## src/vector_to_angle_macros.svh

```systemverilog
// Assertion helpers for the vector_to_angle block.
`ifndef VECTOR_TO_ANGLE_MACROS_SVH
`define VECTOR_TO_ANGLE_MACROS_SVH

// Check an implication at every rising clock edge outside reset.
`define V2A_ASSERT_IMPL(label, ante, cons, msg) \
   label: assert property (@(posedge clock) disable iff (reset) (ante) |-> (cons)) \
      else $error(msg);

// Check that a condition never holds outside reset.
`define V2A_ASSERT_NEVER(label, cond, msg) \
   label: assert property (@(posedge clock) disable iff (reset) !(cond)) \
      else $error(msg);

`endif

```

## src/v2a_pkg.sv

```systemverilog
package v2a_pkg;

   localparam int CORDIC_STEPS_DEF = 16;
   localparam int COORD_BITS_DEF   = 16;
   localparam int GUARD_BITS       = 16;
   localparam int ANGLE_BITS       = 16;
   localparam int TABLE_LEN        = 24;
   localparam int STEP_IDX_W       = 5;

   // Signed Q16 radians carried through the rotation stages.
   localparam int ANG_W = 21;

   localparam logic signed [ANG_W-1:0] ANG_PI     = ANG_W'(205887);
   localparam logic signed [ANG_W-1:0] ANG_TWO_PI = ANG_W'(411775);

   // Q3.13 outputs for vectors on an axis, and the 2*pi wrap point and largest result.
   localparam logic [ANGLE_BITS-1:0] OUT_ZERO       = ANGLE_BITS'(0);
   localparam logic [ANGLE_BITS-1:0] OUT_PI         = ANGLE_BITS'(25736);
   localparam logic [ANGLE_BITS-1:0] OUT_HALF_PI    = ANGLE_BITS'(12868);
   localparam logic [ANGLE_BITS-1:0] OUT_3HALF_PI   = ANGLE_BITS'(38604);
   localparam logic [ANGLE_BITS+1:0] OUT_WRAP       = (ANGLE_BITS+2)'(51472);
   localparam logic [ANGLE_BITS-1:0] OUT_MAX        = ANGLE_BITS'(51471);

   typedef struct packed {
      logic                  valid;
      logic                  special;
      logic [ANGLE_BITS-1:0] spec_angle;
   } v2a_ctl_type;

   // atan(2^-i) in Q16, rounded to nearest.
   function automatic logic signed [ANG_W-1:0] atan_q16(input logic [STEP_IDX_W-1:0] idx);
      logic signed [ANG_W-1:0] val;
      unique case (idx)
         5'd0:    val = ANG_W'(51472);
         5'd1:    val = ANG_W'(30386);
         5'd2:    val = ANG_W'(16055);
         5'd3:    val = ANG_W'(8150);
         5'd4:    val = ANG_W'(4091);
         5'd5:    val = ANG_W'(2047);
         5'd6:    val = ANG_W'(1024);
         5'd7:    val = ANG_W'(512);
         5'd8:    val = ANG_W'(256);
         5'd9:    val = ANG_W'(128);
         5'd10:   val = ANG_W'(64);
         5'd11:   val = ANG_W'(32);
         5'd12:   val = ANG_W'(16);
         5'd13:   val = ANG_W'(8);
         5'd14:   val = ANG_W'(4);
         5'd15:   val = ANG_W'(2);
         default: val = '0;
      endcase
      return val;
   endfunction

endpackage

```

## src/v2a_stage.sv

```systemverilog
module v2a_stage #(
   parameter int STEP      = 0,
   parameter int DATA_BITS = v2a_pkg::COORD_BITS_DEF + v2a_pkg::GUARD_BITS + 3
) (
   input  logic                                  clock,
   input  logic                                  reset,
   input  v2a_pkg::v2a_ctl_type                  src_ctl,
   input  logic signed [DATA_BITS-1:0]           src_x,
   input  logic signed [DATA_BITS-1:0]           src_y,
   input  logic signed [v2a_pkg::ANG_W-1:0]      src_z,
   output v2a_pkg::v2a_ctl_type                  dst_ctl,
   output logic signed [DATA_BITS-1:0]           dst_x,
   output logic signed [DATA_BITS-1:0]           dst_y,
   output logic signed [v2a_pkg::ANG_W-1:0]      dst_z
);

   localparam logic signed [v2a_pkg::ANG_W-1:0] ATAN_STEP =
      v2a_pkg::atan_q16(v2a_pkg::STEP_IDX_W'(STEP));

   logic                                  valid_ff;
   logic                                  special_ff;
   logic [v2a_pkg::ANGLE_BITS-1:0]        spec_angle_ff;
   logic signed [DATA_BITS-1:0]           x_ff, y_ff, x_in, y_in, dx, dy;
   logic signed [v2a_pkg::ANG_W-1:0]      z_ff, z_in;

   assign dx = src_y >>> STEP;
   assign dy = src_x >>> STEP;

   // Turn clockwise while y is non-negative, counterclockwise otherwise.
   always_comb begin
      if (!src_y[DATA_BITS-1]) begin
         x_in = src_x + dx;
         y_in = src_y - dy;
         z_in = src_z + ATAN_STEP;
      end else begin
         x_in = src_x - dx;
         y_in = src_y + dy;
         z_in = src_z - ATAN_STEP;
      end
   end

   always_ff @(posedge clock) begin
      if (reset) begin
         valid_ff <= 1'b0;
      end else begin
         valid_ff <= src_ctl.valid;
      end
   end

   always_ff @(posedge clock) begin
      special_ff    <= src_ctl.special;
      spec_angle_ff <= src_ctl.spec_angle;
      x_ff          <= x_in;
      y_ff          <= y_in;
      z_ff          <= z_in;
   end

   assign dst_ctl = '{valid: valid_ff, special: special_ff, spec_angle: spec_angle_ff};
   assign dst_x   = x_ff;
   assign dst_y   = y_ff;
   assign dst_z   = z_ff;

endmodule

```

## config.mk

```make
export PLATFORM = sky130hd
export DESIGN_NAME = v2a_stage
export DESIGN_NICKNAME = d
export VERILOG_FILES = /design/src/vector_to_angle_macros.svh /design/src/v2a_pkg.sv /design/src/v2a_stage.sv
export SDC_FILE = /design/constraint.sdc
export NUM_CORES = 1
export LEC_CHECK = 0
export BUFFER_PORTS_ARGS = -buffer_cell sky130_fd_sc_hd__buf_2
export CAP_MARGIN = 10
export CORE_ASPECT_RATIO = 1.75
export CORE_MARGIN = 2
export CORE_UTILIZATION = 29
export DETAILED_ROUTE_END_ITERATION = 12
export PLACE_DENSITY = 0.55
export SLEW_MARGIN = 20
export SYNTH_ARGS = -nofsm -noshare
export SYNTH_HDL_FRONTEND = slang
export SYNTH_SLANG_ARGS = --single-unit
```

## constraint.sdc

```tcl
create_clock -name clock -period 6.9 [get_ports clock]
set_input_delay 0.69 -clock clock [delete_from_list [all_inputs] [get_ports clock]]
set_output_delay 0.69 -clock clock [all_outputs]
set_load 0.005 [all_outputs]
```

==> impl_metrics.tcl <==
set metrics [dict create \
    finalNetCount 1547 \
    die_w_um 138 \
    cts_sinks 108 \
    start_util_pct 29.4 \
    fill_cells 3328 \
    rsz0062_at_grt "no" \
    worstMarginPinSlew_ns 0.929 \
    critPathCaptureType "flip-flop" \
    synth_edf_count 0 \
    post-cts-setup-buffer-count 0 \
    fin_tns_setup_ns 0 \
    design.core.area_um2 30800 \
    period_share_pct 54.6 \
    h-tree-depth 3 \
    cp.arrival_ns 4.05 \
    placementRows 85 \
    slew-limit-headroom_pct 36.5 \
    synth_nets 1363 \
    syn_avg_cell_area_um2 8.03 \
    p_per_area_nw_per_um2 205 \
    cts_tree "built" \
    fin_crit_ns 3.77 \
    hp-class "in2reg" \
    placed_cell_area_um2 10400 \
    drt_pass1_iterations 5 \
    async_reset_ff_share_pct 0 \
    ys_ff_latch 108 \
    synth_warnings 0 \
    seq_area_frac_synth_pct 23.8 \
    synth_area_um2 9080 \
    wirelength_um 32200 \
    antenna_found_initial 2 \
    slew_violations 0 \
    synthCells 1131 \
    setup_viol 0 \
    via_count 8916 \
    via_per_inst 5.20 \
    die_area_um2 32800 \
    fmax_ghz 0.265 \
    finalHoldViolations 0 \
    dpl.hpwl_um 26400 \
    required_ns 7.18 \
    post_cts_resize_count 0 \
    wl_per_cell_um 18.8 \
    ys.flop_type "dfxtp_1" \
    io_buffers 219 \
    p_leak_nw 5.07 \
    ios 220 \
    synth_cell_types 88 \
    first_global_vias 8849 \
    fin_area_um2 10700 \
    grt_pass1_wl_um 47600 \
    drtAntennaViolNets 0 \
    grt-ovfl-total 0 \
    holdBufCountCts 0 \
    cts-root-buf "clkbuf_16" \
    drc 0 \
    drive_gt1_share_pct 20.6 \
    run_status "finished, final reports clean" \
    grt_max_degree 66 \
    worstSetupPathType "in2reg" \
    cts_max_path_buffers 2 \
    cts_buffers 9 \
    start_kind "input pin" \
    clk_pin_slew_ns 0.10 \
    first_iter_violations 555 \
    max_cap_viol_count 0 \
    ir_worst_vdd_mv 0.135 \
    grtUsageTotal_pct 19.2 \
    cp_max_fo 4 \
    dieHeight_um 238 \
    gp_congestion 0.942 \
    areaGrowthSynthToFinish_pct 18.2 \
]
-- worst paths after layout --
kind,start,slack (ns),depth (start not counted),to
setup / recovery,src_y[0],3.13,13,dst_y[30]
hold / removal,src_z[0],0.39,1,dst_z[0]
-- power by group --
part | leakage, nW | internal [mW] | switching, mW | total (mW)
registers | 0.911 | 0.748 | 0.0373 | 0.786
clock network | 0.152 | 0.263 | 0.298 | 0.561
logic | 4.00 | 0.351 | 0.500 | 0.851
total | 5.07 | 1.36 | 0.835 | 2.20
-- critical path, stage by stage --
cell and delay (ns):
buf_2 0.10, inv_1 0.04, ha_1 0.24, fa_1 0.41, and2b_2 0.25, o31ai_2 0.11
a2111oi_0 0.83, or3_1 0.27, a21o_1 0.22, a21boi_4 0.11, o311a_2 0.37, a21oi_1 0.19
xnor2_1 0.21
-- through the flow --
step	hold slack, ns	util, %	setup WS, ns	std cells	power [mW]
after detailed placement	0.794	33.7	2.77	1695	1.65
final	0.390	34.8	3.13	1713	2.20
after floorplan	0.718	-	3.74	1131	1.31
after global routing	0.383	34.8	3.07	1713	2.33
after global placement	0.792	33.7	2.82	1695	1.64
after CTS	0.376	34.8	3.18	1711	2.22
-- cell type report --
| type | instances | area (µm²) | area share, % |
|---|---|---|---|
| Clock inverter | 7 | 91.3 | 0.852 |
| Sequential cell | 108 | 2160 | 20.2 |
| Antenna cell | 2 | 5.00 | 0.0467 |
| Clock buffer | 9 | 225 | 2.10 |
| Multi-Input combinational cell | 867 | 6230 | 58.1 |
| Tap cell | 391 | 489 | 4.56 |
| Timing Repair Buffer | 221 | 1110 | 10.4 |
| Inverter | 108 | 405 | 3.78 |
-- cell usage after synthesis (15+ instances only) --
| library cell | number | area share (%) |
|---|---|---|
| a21oi_1 | 138 | 7.6 |
| ha_1 | 117 | 16 |
| dfxtp_1 | 108 | 24 |
| inv_1 | 105 | 4.3 |
| o21ai_0 | 77 | 4.2 |
| nor2_1 | 71 | 2.9 |
| xnor2_1 | 63 | 6.1 |
| nand2_1 | 49 | 2.0 |
| a21o_1 | 25 | 2.1 |
| nor3_1 | 25 | 1.4 |
| clkbuf_1 | 22 | 0.91 |
| nor2b_1 | 22 | 1.5 |
| o21a_1 | 20 | 1.7 |
| o21bai_1 | 19 | 1.6 |
| xor2_1 | 18 | 1.7 |
| nand2b_1 | 16 | 1.1 |
| nand3_1 | 16 | 0.88 |
| mux2i_1 | 15 | 1.7 |
| nand4_1 | 15 | 1.0 |
-- state kept, by name, indices dropped and copies added, names as in the netlist --
register       flops
dst_x             34
dst_y             35
dst_z             21
spec_angle_ff     16
special_ff         1
valid_ff           1
-- cell families (layout without fill, tap and decap cells) --
group | after synthesis | after routing | share of synthesized area [%]
buf+inv | 156 | 345 | 7.51
fa+ha+maj | 121 | 121 | 17.0
xor+xnor | 81 | 81 | 7.82
simple gates | 265 | 265 | 15.1
mux | 17 | 17 | 1.90
compound gates | 383 | 383 | 26.9
other cells | 0 | 2 | 0
flops | 108 | 108 | 23.8
-- layer usage --
layer	routed length (µm)	global-route usage (%)	vias to the layer above	share of wire, %
li1	-	-	4350	-
met1	11000	17.9	4159	34
met2	17900	37.8	314	55
met3	1440	2.38	93	4.5
met4	1910	12.0	0	5.9
met5	0	0	-	0
-- cell usage in the layout (no fill, tap or decap), drive strengths merged, types with 3 or more instances in the layout --
cell     count
nor2b       22
o211ai      13
buf        221
clkbuf       9
nand2       49
nor3        26
o221ai       6
xor2        18
or2          6
fa           4
o31ai       12
nand3       16
nand2b      16
or3          7
o21a        20
a21o        27
xnor2       63
o21ai       84
a21oi      139
o2111ai      4
mux2i       15
and3         5
dfxtp      108
inv        110
a211oi      11
and2         8
clkinv       5
o21bai      19
nand4       15
o22ai        3
ha         117
a2111oi      4
and2b        4
a31oi       12
nor2        71
nor4        11
(Power assumes the default switching activity.)
