## src/vector_to_angle_macros.svh

```systemverilog
// Assertion helpers for the vector_to_angle block.
`ifndef VECTOR_TO_ANGLE_MACROS_SVH
`define VECTOR_TO_ANGLE_MACROS_SVH

// Check an implication at every rising clock edge outside reset.
`define V2A_ASSERT_IMPL(label, ante, cons, msg) \
   label: assert property (@(posedge clock) disable iff (reset) (ante) |-> (cons)) \
      else $error(msg);

// Check that a condition never holds outside reset.
`define V2A_ASSERT_NEVER(label, cond, msg) \
   label: assert property (@(posedge clock) disable iff (reset) !(cond)) \
      else $error(msg);

`endif

```

## src/v2a_pkg.sv

```systemverilog
package v2a_pkg;

   localparam int CORDIC_STEPS_DEF = 16;
   localparam int COORD_BITS_DEF   = 16;
   localparam int GUARD_BITS       = 16;
   localparam int ANGLE_BITS       = 16;
   localparam int TABLE_LEN        = 24;
   localparam int STEP_IDX_W       = 5;

   // Signed Q16 radians carried through the rotation stages.
   localparam int ANG_W = 21;

   localparam logic signed [ANG_W-1:0] ANG_PI     = ANG_W'(205887);
   localparam logic signed [ANG_W-1:0] ANG_TWO_PI = ANG_W'(411775);

   // Q3.13 outputs for vectors on an axis, and the 2*pi wrap point and largest result.
   localparam logic [ANGLE_BITS-1:0] OUT_ZERO       = ANGLE_BITS'(0);
   localparam logic [ANGLE_BITS-1:0] OUT_PI         = ANGLE_BITS'(25736);
   localparam logic [ANGLE_BITS-1:0] OUT_HALF_PI    = ANGLE_BITS'(12868);
   localparam logic [ANGLE_BITS-1:0] OUT_3HALF_PI   = ANGLE_BITS'(38604);
   localparam logic [ANGLE_BITS+1:0] OUT_WRAP       = (ANGLE_BITS+2)'(51472);
   localparam logic [ANGLE_BITS-1:0] OUT_MAX        = ANGLE_BITS'(51471);

   typedef struct packed {
      logic                  valid;
      logic                  special;
      logic [ANGLE_BITS-1:0] spec_angle;
   } v2a_ctl_type;

   // atan(2^-i) in Q16, rounded to nearest.
   function automatic logic signed [ANG_W-1:0] atan_q16(input logic [STEP_IDX_W-1:0] idx);
      logic signed [ANG_W-1:0] val;
      unique case (idx)
         5'd0:    val = ANG_W'(51472);
         5'd1:    val = ANG_W'(30386);
         5'd2:    val = ANG_W'(16055);
         5'd3:    val = ANG_W'(8150);
         5'd4:    val = ANG_W'(4091);
         5'd5:    val = ANG_W'(2047);
         5'd6:    val = ANG_W'(1024);
         5'd7:    val = ANG_W'(512);
         5'd8:    val = ANG_W'(256);
         5'd9:    val = ANG_W'(128);
         5'd10:   val = ANG_W'(64);
         5'd11:   val = ANG_W'(32);
         5'd12:   val = ANG_W'(16);
         5'd13:   val = ANG_W'(8);
         5'd14:   val = ANG_W'(4);
         5'd15:   val = ANG_W'(2);
         default: val = '0;
      endcase
      return val;
   endfunction

endpackage

```

## src/v2a_post.sv

```systemverilog
module v2a_post (
   input  logic                                  clock,
   input  logic                                  reset,
   input  v2a_pkg::v2a_ctl_type                  src_ctl,
   input  logic signed [v2a_pkg::ANG_W-1:0]      src_z,
   output logic                                  out_valid,
   output logic [v2a_pkg::ANGLE_BITS-1:0]        out_angle
);

   localparam int A_W = v2a_pkg::ANG_W - 1;
   localparam int R_W = v2a_pkg::ANGLE_BITS + 2;

   logic                                  valid_a_ff, valid_b_ff;
   logic                                  special_a_ff;
   logic [v2a_pkg::ANGLE_BITS-1:0]        spec_angle_a_ff;
   logic [A_W-1:0]                        a_ff, a_in;
   logic signed [v2a_pkg::ANG_W-1:0]      z_fold;
   logic [A_W:0]                          a_round;
   logic [R_W-1:0]                        r_val;
   logic [v2a_pkg::ANGLE_BITS-1:0]        angle_ff, angle_in;

   // Stage A: fold negative angles up by 2*pi.
   assign z_fold = src_z[v2a_pkg::ANG_W-1] ? src_z + v2a_pkg::ANG_TWO_PI : src_z;
   assign a_in   = z_fold[A_W-1:0];

   // Stage B: round Q16 to Q3.13, wrap a rounded 2*pi to zero.
   assign a_round = {1'b0, a_ff} + (A_W+1)'(4);
   assign r_val   = a_round[A_W:3];

   always_comb begin
      if (special_a_ff) begin
         angle_in = spec_angle_a_ff;
      end else if (r_val >= v2a_pkg::OUT_WRAP) begin
         angle_in = v2a_pkg::OUT_ZERO;
      end else begin
         angle_in = r_val[v2a_pkg::ANGLE_BITS-1:0];
      end
   end

   always_ff @(posedge clock) begin
      if (reset) begin
         valid_a_ff <= 1'b0;
         valid_b_ff <= 1'b0;
      end else begin
         valid_a_ff <= src_ctl.valid;
         valid_b_ff <= valid_a_ff;
      end
   end

   always_ff @(posedge clock) begin
      special_a_ff    <= src_ctl.special;
      spec_angle_a_ff <= src_ctl.spec_angle;
      a_ff            <= a_in;
      angle_ff        <= angle_in;
   end

   assign out_valid = valid_b_ff;
   assign out_angle = angle_ff;

endmodule

```

## config.mk

```make
export PLATFORM = sky130hd
export DESIGN_NAME = v2a_post
export DESIGN_NICKNAME = d
export VERILOG_FILES = /design/src/vector_to_angle_macros.svh /design/src/v2a_pkg.sv /design/src/v2a_post.sv
export SDC_FILE = /design/constraint.sdc
export NUM_CORES = 1
export LEC_CHECK = 0
export BUFFER_PORTS_ARGS = -buffer_cell sky130_fd_sc_hd__buf_2
export CAP_MARGIN = 20
export CORE_MARGIN = 8
export CORE_UTILIZATION = 44
export CTS_CLUSTER_SIZE = 16
export DETAILED_ROUTE_END_ITERATION = 8
export HOLD_SLACK_MARGIN = 0.08
export PLACE_DENSITY = 0.7
export SYNTH_ARGS = -nofsm -noshare
export SYNTH_HDL_FRONTEND = slang
export SYNTH_SLANG_ARGS = --single-unit
export TNS_END_PERCENT = 30
```

## constraint.sdc

```tcl
create_clock -name clock -period 2.1 [get_ports clock]
set_clock_uncertainty 0.2 [all_clocks]
set_input_delay 0.42 -clock clock [delete_from_list [all_inputs] [get_ports clock]]
set_output_delay 0.42 -clock clock [all_outputs]
set_load 0.005 [all_outputs]
```

==> load_flow_metrics.sql <==
INSERT INTO impl_metrics (metric_group, metric, value, unit) VALUES
('status', 'status', 'complete, but fails checks', ''),
('status', 'violations', 'setup timing', ''),
('detailed_routing', 'drt_first_iter_violations', '69', ''),
('global_route', 'grt_pass1_wl', '10100', 'um'),
('global_route', 'maximum_number_of_pins_on_one_net_before_global_route_repair', '19', ''),
('detailed_routing', 'routed-via-count', '2196', ''),
('pwr', 'power', '2270', 'uW'),
('clocking', 'cts.reportedPaths.clkPinSlew', '0.10', 'ns'),
('final_layout', 'antenna_cells_inserted', '0', ''),
('detailed_routing', 'routed_wirelength_normalized_by_instance_count', '13.0', 'um'),
('timing', 'period_share', '100', '%'),
('floorplan', 'placement_rows', '27', ''),
('timing', 'upper_clock_frequency_limit', '0.475', 'GHz'),
('timing', 'unrepaired_setup_endpoints_after_global_routing', 'yes', ''),
('timing', 'worst_hold_slack', '0.0924', 'ns'),
('floorplan', 'io-pin-count', '58', ''),
('yosys', 'fraction_of_synthesis_flops_using_an_asynchronous_set_or_reset_pin', '0', '%'),
('yosys', 'synth_edf_count', '0', ''),
('place', 'detailed_place_hpwl', '4440', 'um'),
('pwr', 'powerDensity', '637', 'nW/um2'),
('global_route', 'track_usage', '14.3', '%'),
('place', 'place_congestion', '0.846', ''),
('timing', 'maxSlewHeadroom', '77.7', '%'),
('clocking', 'cts-buffers-inserted', '5', ''),
('timing', 'timing.final.hold_violations', '0', ''),
('final_layout', 'total_nets_final', '417', ''),
('global_route', 'vias_in_the_first_global_route', '2288', ''),
('worst_hold_path', 'holdCritPathClass', 'in -> reg', ''),
('detailed_routing', 'finalWirelength', '5810', 'um'),
('setup_path', 'worstPathCellList', 'nand4_4, nor4_4, nand4bb_1, buf_4, a21oi_4, buf_12, nand3_1, o211ai_2', ''),
('floorplan', 'initial_core_util', '45.4', '%'),
('place', 'place.detailed.instances', '414', ''),
('setup_path', 'category_of_the_worst_setup_path_launch_point', 'flop', ''),
('setup_path', 'crit_family', 'simple AND/OR/NAND/NOR gates', ''),
('final_layout', 'post_layout_cell_count', '448', ''),
('setup_path', 'critical_path_peak_fanout', '18', ''),
('clocking', 'worst_skew_pair_later_pin_latency', '0.31', 'ns'),
('clocking', 'cts_sinks', '53', ''),
('timing', 'timing.final.setup_violations', '2', ''),
('timing', 'final.setup.tns', '-0.0114', 'ns'),
('timing', 'drv_slew', '0', ''),
('clocking', 'h-tree-depth', '2', ''),
('setup_path', 'timing.setup.critical_path_class', 'reg -> reg', ''),
('detailed_routing', 'route.detailed.vias_per_inst', '4.90', ''),
('final_layout', 'fill_cells', '444', ''),
('setup_path', 'worstPathRequired', '2.15', 'ns'),
('yosys', 'yosys_warnings', '0', ''),
('yosys', 'synthCells', '256', ''),
('timing', 'transition_time_at_the_pin_with_the_least_slew_margin', '0.331', 'ns'),
('setup_path', 'worst_setup_path_end_kind', 'flop', ''),
('setup_path', 'worst_path_bufs_invs', '2', ''),
('clocking', 'tritoncts_clock_tree', 'yes', ''),
('yosys', 'cell_variety_after_synth', '51', ''),
('final_layout', 'final_cell_mix', 'buf_2, buf_4, dfxtp_1', ''),
('floorplan', 'core_area', '5510', 'um2'),
('global_route', 'antenna_found_initial', '0', ''),
('floorplan', 'die_y', '91.4', 'um'),
('detailed_routing', 'firstDrtPassIters', '4', ''),
('yosys', 'post_synth.cell_area_avg', '9.76', 'um2'),
('pwr', 'p_leak', '0.00154', 'uW'),
('pwr', 'max_rail_drop_vdd', '0.302', 'mV'),
('detailed_routing', 'antenna_violating_nets_post_route', '0', ''),
('setup_path', 'worstPathArrival', '2.16', 'ns'),
('final_layout', 'area_delta_synth_final', '42.7', '%'),
('yosys', 'seq_area_frac_synth', '42.5', '%'),
('floorplan', 'floorplan.die.width', '91.4', 'um'),
('place', 'port_buffers', '57', ''),
('yosys', 'mappedNetlistNets', '298', ''),
('yosys', 'postSynth.topFlopCell', 'dfxtp_1', ''),
('yosys', 'synth_area', '2500', 'um2'),
('yosys', 'synth_seq_cells', '53', ''),
('detailed_routing', 'remaining_drc_errors', '0', ''),
('final_layout', 'layout.core_utilization', '64.8', '%'),
('setup_path', 'crit_path_top_delay_cell', 'dfxtp_2', ''),
('flow_run', 'maxCapViolations', '0', ''),
('clocking', 'root_buffer', 'clkbuf_8', ''),
('global_route', 'grt.overflow.total', '0', ''),
('final_layout', 'fraction_of_final_layout_cells_with_drive_strength_greater_than_1', '44.7', '%'),
('timing', 'period_minus_slack', '2.11', 'ns'),
('floorplan', 'dieArea', '8350', 'um2'),
('setup_path', 'largest_incremental_delay_on_the_critical_path', '0.36', 'ns'),
('final_layout', 'layout_commonest_cell', 'buf_2', ''),
('clocking', 'ctsLongestPathBuffers', '2', ''),
('timing', 'layout_setup_ws', '-0.00670', 'ns');
## kinds of logic after synthesis
| logic type | synth area share (%) |
|---|---|
| AOI/OAI and AO/OA | 17.5 |
| xor gates and xnor gates | 10.5 |
| adders and majority gates | 0.501 |
| buffers and inverters | 5.26 |
| DFF | 42.5 |
| muxes | 0.451 |
| and+or+nand+nor | 23.3 |
## worst reg2reg max path, stage by stage (launching register included)
cell and delay (ns):
dfxtp_2 0.36, nand4_4 0.18, nor4_4 0.32, nand4bb_1 0.19, buf_4 0.18, a21oi_4 0.19
buf_12 0.18, nand3_1 0.10, o211ai_2 0.15
## Yosys cell counts, types with 5 or more instances
library cell / number / area (um2)
o211ai_2: 16 / 200
nand4_1: 6 / 37.5
a21oi_1: 5 / 25.0
inv_1: 6 / 22.5
xor2_1: 12 / 105
o211ai_1: 8 / 60.1
o21ai_0: 6 / 30.0
xnor2_1: 18 / 158
nor2_1: 5 / 18.8
nand3_1: 22 / 110
dfxtp_1: 53 / 1060
nor3_1: 6 / 30.0
nand2_1: 37 / 139
buf_6: 6 / 67.6
## per-layer routing
metal	routed length [um]	up-vias	GRT usage [%]	part of all wire [%]
li1	-	1150	-	-
met1	2620	983	16.9	45
met2	2840	57	24.1	49
met3	309	6	4.44	5.3
met4	42	0	4.64	0.72
met5	0	-	0	0
## state kept, by name, summed over array words and instances, names as in the netlist
signal and count:
a_ff 18, out_angle 16, out_valid 1, spec_angle_a_ff 16
special_a_ff 1, valid_a_ff 1
## report_power, final
group | total, uW | switching (uW) | internal, uW
Sequential | 1140 | 50.0 | 1090
Combinational | 548 | 259 | 289
Clock | 580 | 343 | 237
## final cells by class
type / instances / area (um2) / share of cell area, %
tap: 72 / 90.1 / 2.53
multi-input combinational: 183 / 1390 / 38.9
inverter: 6 / 22.5 / 0.632
clock buffer: 5 / 68.8 / 1.93
clock inverter: 3 / 21.3 / 0.596
timing repair buffer: 126 / 897 / 25.2
sequential: 53 / 1080 / 30.2
## through the flow
| stage | cell area, um2 | setup WS (ns) |
|---|---|---|
| after floorplan | 2510 | 0.0380 |
| after global placement | 3140 | -0.185 |
| after detailed placement | 3140 | -0.277 |
| after CTS | 3490 | 0.000638 |
| after global routing | 3570 | -0.125 |
| final | 3570 | -0.00670 |
## path summary, 6_finish.rpt
kind                                          from            end  slack (ns)  cells after the start
worst max-delay path                       a_ff[5]  out_angle[14]      -0.007                      8
worst min-delay path                     src_z[19]       a_ff[19]        0.09                      2
worst max register to register             a_ff[5]  out_angle[14]      -0.007                      8
worst min register to register  spec_angle_a_ff[1]   out_angle[1]        0.24                      2
## what timing repair did
item	in CTS	in global routing
hold endpoints to repair	19	0
setup endpoints to repair	16	16
buffers inserted	3	5
pin swaps	3	2
gates resized for setup	18	10
hold buffers	18	0
(Power assumes the default switching activity.)
