[src/vector_to_angle_macros.svh]
// Assertion helpers for the vector_to_angle block.
`ifndef VECTOR_TO_ANGLE_MACROS_SVH
`define VECTOR_TO_ANGLE_MACROS_SVH

// Check an implication at every rising clock edge outside reset.
`define V2A_ASSERT_IMPL(label, ante, cons, msg) \
   label: assert property (@(posedge clock) disable iff (reset) (ante) |-> (cons)) \
      else $error(msg);

// Check that a condition never holds outside reset.
`define V2A_ASSERT_NEVER(label, cond, msg) \
   label: assert property (@(posedge clock) disable iff (reset) !(cond)) \
      else $error(msg);

`endif

[src/v2a_pkg.sv]
package v2a_pkg;

   localparam int CORDIC_STEPS_DEF = 16;
   localparam int COORD_BITS_DEF   = 16;
   localparam int GUARD_BITS       = 16;
   localparam int ANGLE_BITS       = 16;
   localparam int TABLE_LEN        = 24;
   localparam int STEP_IDX_W       = 5;

   // Signed Q16 radians carried through the rotation stages.
   localparam int ANG_W = 21;

   localparam logic signed [ANG_W-1:0] ANG_PI     = ANG_W'(205887);
   localparam logic signed [ANG_W-1:0] ANG_TWO_PI = ANG_W'(411775);

   // Q3.13 outputs for vectors on an axis, and the 2*pi wrap point and largest result.
   localparam logic [ANGLE_BITS-1:0] OUT_ZERO       = ANGLE_BITS'(0);
   localparam logic [ANGLE_BITS-1:0] OUT_PI         = ANGLE_BITS'(25736);
   localparam logic [ANGLE_BITS-1:0] OUT_HALF_PI    = ANGLE_BITS'(12868);
   localparam logic [ANGLE_BITS-1:0] OUT_3HALF_PI   = ANGLE_BITS'(38604);
   localparam logic [ANGLE_BITS+1:0] OUT_WRAP       = (ANGLE_BITS+2)'(51472);
   localparam logic [ANGLE_BITS-1:0] OUT_MAX        = ANGLE_BITS'(51471);

   typedef struct packed {
      logic                  valid;
      logic                  special;
      logic [ANGLE_BITS-1:0] spec_angle;
   } v2a_ctl_type;

   // atan(2^-i) in Q16, rounded to nearest.
   function automatic logic signed [ANG_W-1:0] atan_q16(input logic [STEP_IDX_W-1:0] idx);
      logic signed [ANG_W-1:0] val;
      unique case (idx)
         5'd0:    val = ANG_W'(51472);
         5'd1:    val = ANG_W'(30386);
         5'd2:    val = ANG_W'(16055);
         5'd3:    val = ANG_W'(8150);
         5'd4:    val = ANG_W'(4091);
         5'd5:    val = ANG_W'(2047);
         5'd6:    val = ANG_W'(1024);
         5'd7:    val = ANG_W'(512);
         5'd8:    val = ANG_W'(256);
         5'd9:    val = ANG_W'(128);
         5'd10:   val = ANG_W'(64);
         5'd11:   val = ANG_W'(32);
         5'd12:   val = ANG_W'(16);
         5'd13:   val = ANG_W'(8);
         5'd14:   val = ANG_W'(4);
         5'd15:   val = ANG_W'(2);
         default: val = '0;
      endcase
      return val;
   endfunction

endpackage

[src/v2a_prep.sv]
module v2a_prep #(
   parameter int COORD_BITS = v2a_pkg::COORD_BITS_DEF,
   parameter int DATA_BITS  = COORD_BITS + v2a_pkg::GUARD_BITS + 3
) (
   input  logic                                  clock,
   input  logic                                  reset,
   input  logic                                  in_valid,
   input  logic signed [COORD_BITS-1:0]          in_x,
   input  logic signed [COORD_BITS-1:0]          in_y,
   output v2a_pkg::v2a_ctl_type                  dst_ctl,
   output logic signed [DATA_BITS-1:0]           dst_x,
   output logic signed [DATA_BITS-1:0]           dst_y,
   output logic signed [v2a_pkg::ANG_W-1:0]      dst_z
);

   logic                                  valid_ff;
   v2a_pkg::v2a_ctl_type                  ctl_in;
   logic                                  special_ff;
   logic [v2a_pkg::ANGLE_BITS-1:0]        spec_angle_ff;
   logic signed [DATA_BITS-1:0]           x_ff, y_ff, x_in, y_in;
   logic signed [v2a_pkg::ANG_W-1:0]      z_ff, z_in;
   logic signed [DATA_BITS-1:0]           x_ext, y_ext;
   logic                                  x_neg;

   assign x_neg = in_x[COORD_BITS-1];
   assign x_ext = {{(DATA_BITS-COORD_BITS){in_x[COORD_BITS-1]}}, in_x};
   assign y_ext = {{(DATA_BITS-COORD_BITS){in_y[COORD_BITS-1]}}, in_y};

   // Fold into the right half plane and scale up by the guard bits.
   always_comb begin
      x_in = (x_neg ? -x_ext : x_ext) <<< v2a_pkg::GUARD_BITS;
      y_in = (x_neg ? -y_ext : y_ext) <<< v2a_pkg::GUARD_BITS;
      z_in = x_neg ? v2a_pkg::ANG_PI : '0;
      ctl_in.valid = in_valid;
      priority if (in_y == '0) begin
         ctl_in.special    = 1'b1;
         ctl_in.spec_angle = x_neg ? v2a_pkg::OUT_PI : v2a_pkg::OUT_ZERO;
      end else if (in_x == '0) begin
         ctl_in.special    = 1'b1;
         ctl_in.spec_angle = in_y[COORD_BITS-1] ? v2a_pkg::OUT_3HALF_PI
                                                : v2a_pkg::OUT_HALF_PI;
      end else begin
         ctl_in.special    = 1'b0;
         ctl_in.spec_angle = v2a_pkg::OUT_ZERO;
      end
   end

   always_ff @(posedge clock) begin
      if (reset) begin
         valid_ff <= 1'b0;
      end else begin
         valid_ff <= ctl_in.valid;
      end
   end

   always_ff @(posedge clock) begin
      special_ff    <= ctl_in.special;
      spec_angle_ff <= ctl_in.spec_angle;
      x_ff          <= x_in;
      y_ff          <= y_in;
      z_ff          <= z_in;
   end

   assign dst_ctl = '{valid: valid_ff, special: special_ff, spec_angle: spec_angle_ff};
   assign dst_x   = x_ff;
   assign dst_y   = y_ff;
   assign dst_z   = z_ff;

endmodule

[config.mk]
export PLATFORM = sky130hd
export DESIGN_NAME = v2a_prep
export DESIGN_NICKNAME = d
export VERILOG_FILES = /design/src/vector_to_angle_macros.svh /design/src/v2a_pkg.sv /design/src/v2a_prep.sv
export SDC_FILE = /design/constraint.sdc
export NUM_CORES = 1
export LEC_CHECK = 0
export ABC_AREA = 1
export ABC_CLOCK_PERIOD_IN_PS = 1170
export BUFFER_PORTS_ARGS = -buffer_cell sky130_fd_sc_hd__buf_2
export CORE_ASPECT_RATIO = 0.6
export CORE_MARGIN = 1
export CORE_UTILIZATION = 44
export CTS_CLUSTER_DIAMETER = 200
export DETAILED_ROUTE_END_ITERATION = 12
export GPL_TIMING_DRIVEN = 0
export PLACE_DENSITY = 0.91
export SLEW_MARGIN = 25
export SYNTH_ARGS = -nofsm -noshare
export SYNTH_HDL_FRONTEND = slang
export SYNTH_SLANG_ARGS = --single-unit
[constraint.sdc]
create_clock -name clock -period 1.17 [get_ports clock]
set_input_delay 0.117 -clock clock [delete_from_list [all_inputs] [get_ports clock]]
set_output_delay 0.117 -clock clock [all_outputs]
set_load 0.01 [all_outputs]
==> results of run 1 <==
## through the flow
stage / hold slack (ps) / area [µm²]
global placement: 235 / 3280
floorplan: 145 / 2720
CTS: 11.2 / 3460
global route: 16.2 / 3460
finish: 16.0 / 3460
detailed placement: 244 / 3280
## state kept, by name (all words and copies together) (netlist names)
register	count
dst_x	19
dst_y	19
dst_z	1
spec_angle_ff	5
special_ff	1
valid_ff	1
## report_power, final
part	internal [mW]	switching (mW)
Clock	0.855	0.543
Sequential	1.69	0.0300
Combinational	0.368	0.471
Total	2.91	1.04
## layout make-up
type | instances | share of cell area [%]
flip-flops and latches | 46 | 26.6
repair buffers | 98 | 14.8
clock buffers | 5 | 1.99
well taps | 77 | 2.78
multi-input cells | 228 | 32.4
plain buffers | 69 | 15.0
inverters | 41 | 4.45
clock inverters | 3 | 1.99
## worst paths after layout
kind	from	endpoint	slack [ps]	depth (start not counted)
max	dst_z[16]	dst_z[5]	90	2
min	in_valid	valid_ff	20	3
## logic make-up after synthesis
family                   Yosys count
buffers and inverters            110
other                              1
AND/OR/NAND/NOR                  152
flip-flops                        46
XOR/XNOR                          14
AO/OA/AOI/OAI                      8
adder cells (fa/ha/maj)            2
## cell usage in the layout (no fill, tap or decap), drive strengths merged
master       netlist  routed
nor3               2       2
nand3             32      32
nand3b             1       1
bufinv             0       2
nand4              2       2
buf               69     163
o21ai              8       8
nor2              32      32
nand2             83      83
clkbuf             0       5
inv               41      41
dfxtp             46      46
ha                 2       2
dlygate4sd3        0       4
clkinv             0       1
conb               1      52
xor2              14      14
## synthesized netlist by cell type
master / n / area share, %
inv_2: 9 / 1.3
nor3_1: 1 / 0.20
nand3b_1: 1 / 0.30
xor2_1: 14 / 4.9
o21ai_0: 5 / 0.99
nand3_2: 7 / 2.8
nor3_4: 1 / 0.64
conb_1: 1 / 0.15
nand4_2: 1 / 0.50
nand2_2: 3 / 0.74
buf_4: 67 / 20
nand3_4: 1 / 0.69
nand3_1: 24 / 4.8
nand2_1: 80 / 12
o21ai_2: 1 / 0.35
nor2_2: 7 / 1.7
inv_1: 32 / 4.8
dfxtp_1: 46 / 36
buf_2: 1 / 0.20
nor2_4: 3 / 1.3
o21ai_1: 2 / 0.40
buf_6: 1 / 0.45
nand4_1: 1 / 0.25
ha_1: 2 / 0.99
nor2_1: 22 / 3.3
## metal layers
layer / GRT usage [%] / vias to the layer above / wire [µm] / share of wire [%]
met4: 6.51 / 0 / 46 / 0.78
met3: 5.65 / 5 / 473 / 8.0
li1: - / 1202 / - / -
met2: 35.3 / 110 / 2780 / 47
met1: 24.8 / 1015 / 2620 / 44
met5: 0 / - / 0 / 0
## what timing repair did
item / 4_1_cts / 5_1_grt
hold buffers: 4 / 0
resized for setup: 1 / 0
hold endpoints to repair: 4 / 0
endpoints found under the setup margin: 9 / 0
==> qor.txt, run 1 <==
Post-Synth Simple-Gate Area = 29.1%
FF+latch count, synth = 46
die width = 99.8 µm
starting density of the core = 47.8%
vias in the first global route = 2066
CP arrival = 960 ps
CP max stage delay = 420 ps
CTS clk-pin slew, worst paths = 90 ps
Finished Layout Cells = 567
setup TNS = 0 ps
Setup violations, final = 0
pwr dens = 1140 nW/µm²
Die ar. = 6050 µm²
first-pass GRT wire length = 9320 µm
DRT iter0 DRCs = 74
post-synthesis mux area share = 0%
Worst EP required = 1050 ps
Core ar. = 5280 µm²
dpl hpwl = 4870 µm
Place WS = -58.7 ps
CTS Sinks = 46
final worst setup slack = 89.2 ps
CP cell instances = buf_4 -> buf_2
maximum clock insertion buffer count = 2
area of the multi-input gates = 1120 µm²
synthesized area = 2520 µm²
antenna violations before repair = 0
H-Tree Depth = 2
outcome = completed
DR pass1 iterations = 4
ANT nets after route = 0
post-synthesis cell count = 333
Max Cap Viol = 0
kind of critical path = register to output pin
minimum clock period = 1080 ps
CP startpoint kind = register
largest family of logic cells by synthesized area = simple AND/OR/NAND/NOR gates
Mean Syn Cell Area = 7.58 µm²
Synth Area in Compound Gates = 1.74%
Cell variety after synth = 25
wire per inst = 10.4 µm
GRT Overall Usage = 20.2%
Overflow after GRT = 0
RSZ-0062 raised after global routing = no
crit path capture type = output pin
antenna fix cells = 0
num ports = 144
Max Slew Vio Count = 0
Power Total = 3.95 mW
largest net degree at the start of global routing = 16
Syn. warnings = 0
vias = 2332
Reg area = 922 µm²
final estimated routing congestion in global placement = 0.842
final WL = 5920 µm
CP delay by family, top = flip-flops
Vias/cell = 4.11
Nets = 526
Filler cells = 460
worst min-delay path class = input pin to register
count of final hold-check violations = 0
CTS root buf = clkbuf_8
fmax = 925 MHz
post-CTS setup buffer count = 0
worst-path maximum fanout = 10
Layout Utilization = 65.5%
CTS buffer count = 5
PortBufs = 94
placed cells = 555
area delta synth->final = 37.1%
DRC viols = 0
final critical-path share of the clock period = 92.4%
Slowest-stage cell, CP = dfxtp_2
CTS tree = built
row cnt = 20
Pleak = 2.05 nW
Die Ht = 60.7 µm
sequential fraction of the synthesis area = 36.5%
Worst VDD drop = 0.665 mV
critical path buffer and inverter count = 2
Adder-Cell Fraction of Synth Area = 0.992%
share of cells above drive strength 1 = 41.8%
Synth Area in XOR/XNOR = 4.86%
(Power assumes the default switching activity.)
==> run 2, diff against run 1 <==
- GPL_TIMING_DRIVEN: 0 -> unset
==> qor.txt, run 2 (synthesized netlist as in run 1, its figures left out) <==
CTS Sinks = 46 (unchanged)
Pleak = 1.70 nW (was 2.05 nW)
CTS buffer count = 5 (unchanged)
most frequent cells in the layout = buf_2, nand2_1, conb_1 (was buf_2, nand2_1, buf_4)
cts-stage hold buffer count = 2 (was 4)
final critical-path share of the clock period = 89.2% (was 92.4%)
Worst VDD drop = 0.576 mV (was 0.665 mV)
Hold EP = valid_ff (unchanged)
Layout Utilization = 56.2% (was 65.5%)
CP delay by family, top = flip-flops (unchanged)
minimum clock period = 1040 ps (was 1080 ps)
Core ar. = 5280 µm² (unchanged)
Overflow after GRT = 0 (unchanged)
dpl hpwl = 4120 µm (was 4870 µm)
commonest non-fill, non-tap cell in the layout = buf_2 (unchanged)
num ports = 144 (unchanged)
share of cells above drive strength 1 = 33.2% (was 41.8%)
row cnt = 20 (unchanged)
post_cts resized = 0 (was 1)
H-Tree Depth = 2 (unchanged)
Reg area = 921 µm² (was 922 µm²)
pwr dens = 1280 nW/µm² (was 1140 nW/µm²)
wire per inst = 10.1 µm (was 10.4 µm)
kind of critical path = register to output pin (unchanged)
DR pass1 iterations = 4 (unchanged)
CP arrival = 930 ps (was 960 ps)
CTS tree = built (unchanged)
largest net degree at the start of global routing = 21 (was 16)
CP max stage delay = 450 ps (was 420 ps)
final estimated routing congestion in global placement = 0.843 (was 0.842)
final WL = 5090 µm (was 5920 µm)
area of the multi-input gates = 1120 µm² (unchanged)
Nets = 461 (was 526)
maximum clock insertion buffer count = 2 (unchanged)
Vias/cell = 4.13 (was 4.11)
antenna fix cells = 0 (unchanged)
Die Ht = 60.7 µm (unchanged)
antenna violations before repair = 0 (unchanged)
Filler cells = 497 (was 460)
vias in the first global route = 1658 (was 2066)
CTS root buf = clkbuf_8 (unchanged)
Slowest-stage cell, CP = dfxtp_1 (was dfxtp_2)
DRT iter0 DRCs = 84 (was 74)
fmax = 958 MHz (was 925 MHz)
vias = 2074 (was 2332)
CP cell instances = buf_2 (was buf_4 -> buf_2)
Power Total = 3.79 mW (was 3.95 mW)
area delta synth->final = 17.5% (was 37.1%)
worst min-delay path class = input pin to register (unchanged)
ANT nets after route = 0 (unchanged)
Max Slew Vio Count = 0 (unchanged)
CTS clk-pin slew, worst paths = 90 ps (about the same)
critical path buffer and inverter count = 1 (was 2)
PortBufs = 94 (unchanged)
Max Cap Viol = 0 (unchanged)
post-CTS setup buffer count = 0 (unchanged)
worst-path maximum fanout = 10 (unchanged)
CP startpoint kind = register (unchanged)
die width = 99.8 µm (unchanged)
RSZ-0062 raised after global routing = no (unchanged)
starting density of the core = 47.8% (unchanged)
Setup violations, final = 0 (unchanged)
GRT Overall Usage = 16.9% (was 20.2%)
Worst EP required = 1050 ps (about the same)
Hold Startpoint = in_valid (unchanged)
DRC viols = 0 (unchanged)
hold path depth = 3 (unchanged)
count of final hold-check violations = 0 (unchanged)
Die ar. = 6050 µm² (unchanged)
crit path capture type = output pin (unchanged)
outcome = completed (unchanged)
first-pass GRT wire length = 7760 µm (was 9320 µm)
run 2: power breakdown:
| part | leakage [nW] | switching, mW | internal, mW | total (mW) |
|---|---|---|---|---|
| logic | 1.25 | 0.428 | 0.241 | 0.669 |
| registers | 0.385 | 0.0284 | 1.68 | 1.71 |
| clock network | 0.0683 | 0.548 | 0.856 | 1.40 |
| total | 1.70 | 1.01 | 2.78 | 3.79 |
run 2: metrics by stage:
| stage | TNS [ps] | hold slack (ps) | cell area [µm²] | cells | worst slack (ps) |
|---|---|---|---|---|---|
| after global routing | 0 | 24.0 | 2970 | 502 | 41.5 |
| final | 0 | 21.4 | 2970 | 502 | 126 |
| after CTS | 0 | 14.6 | 2970 | 502 | 111 |
| after global placement | 0 | 235 | 2810 | 492 | 25.7 |
| after floorplan | 0 | 145 | 2720 | 384 | 189 |
| after detailed placement | -24.4 | 234 | 2810 | 492 | -24.4 |
run 2: area by class of cell:
type,count,share of cell area [%]
Tap cell,77,3.25
Sequential cell,46,31.1
Timing Repair Buffer,102,18.1
Clock inverter,3,2.32
Inverter,41,5.19
Multi-Input combinational cell,228,37.8
Clock buffer,5,2.32
run 2: how the worst max path moves through the flow:
stage | startpoint | endpoint | slack, ps | depth (start not counted)
finish | dst_z[16] | dst_z[2] | 130 | 1
global route | dst_z[16] | dst_z[13] | 40 | 1
CTS | dst_z[16] | dst_z[2] | 110 | 1
detailed placement | in_x[0] | dst_x[22] | -20 | 6
global placement | in_x[0] | dst_x[30] | 30 | 10
floorplan | in_y[1] | dst_y[30] | 190 | 9
run 2: routing by layer:
metal / up-vias / global-route usage (%) / share of wire [%]
li1: 1075 / - / -
met1: 892 / 22.7 / 46
met2: 102 / 26.7 / 43
met3: 5 / 4.95 / 10
met4: 0 / 5.04 / 0.94
met5: - / 0 / 0
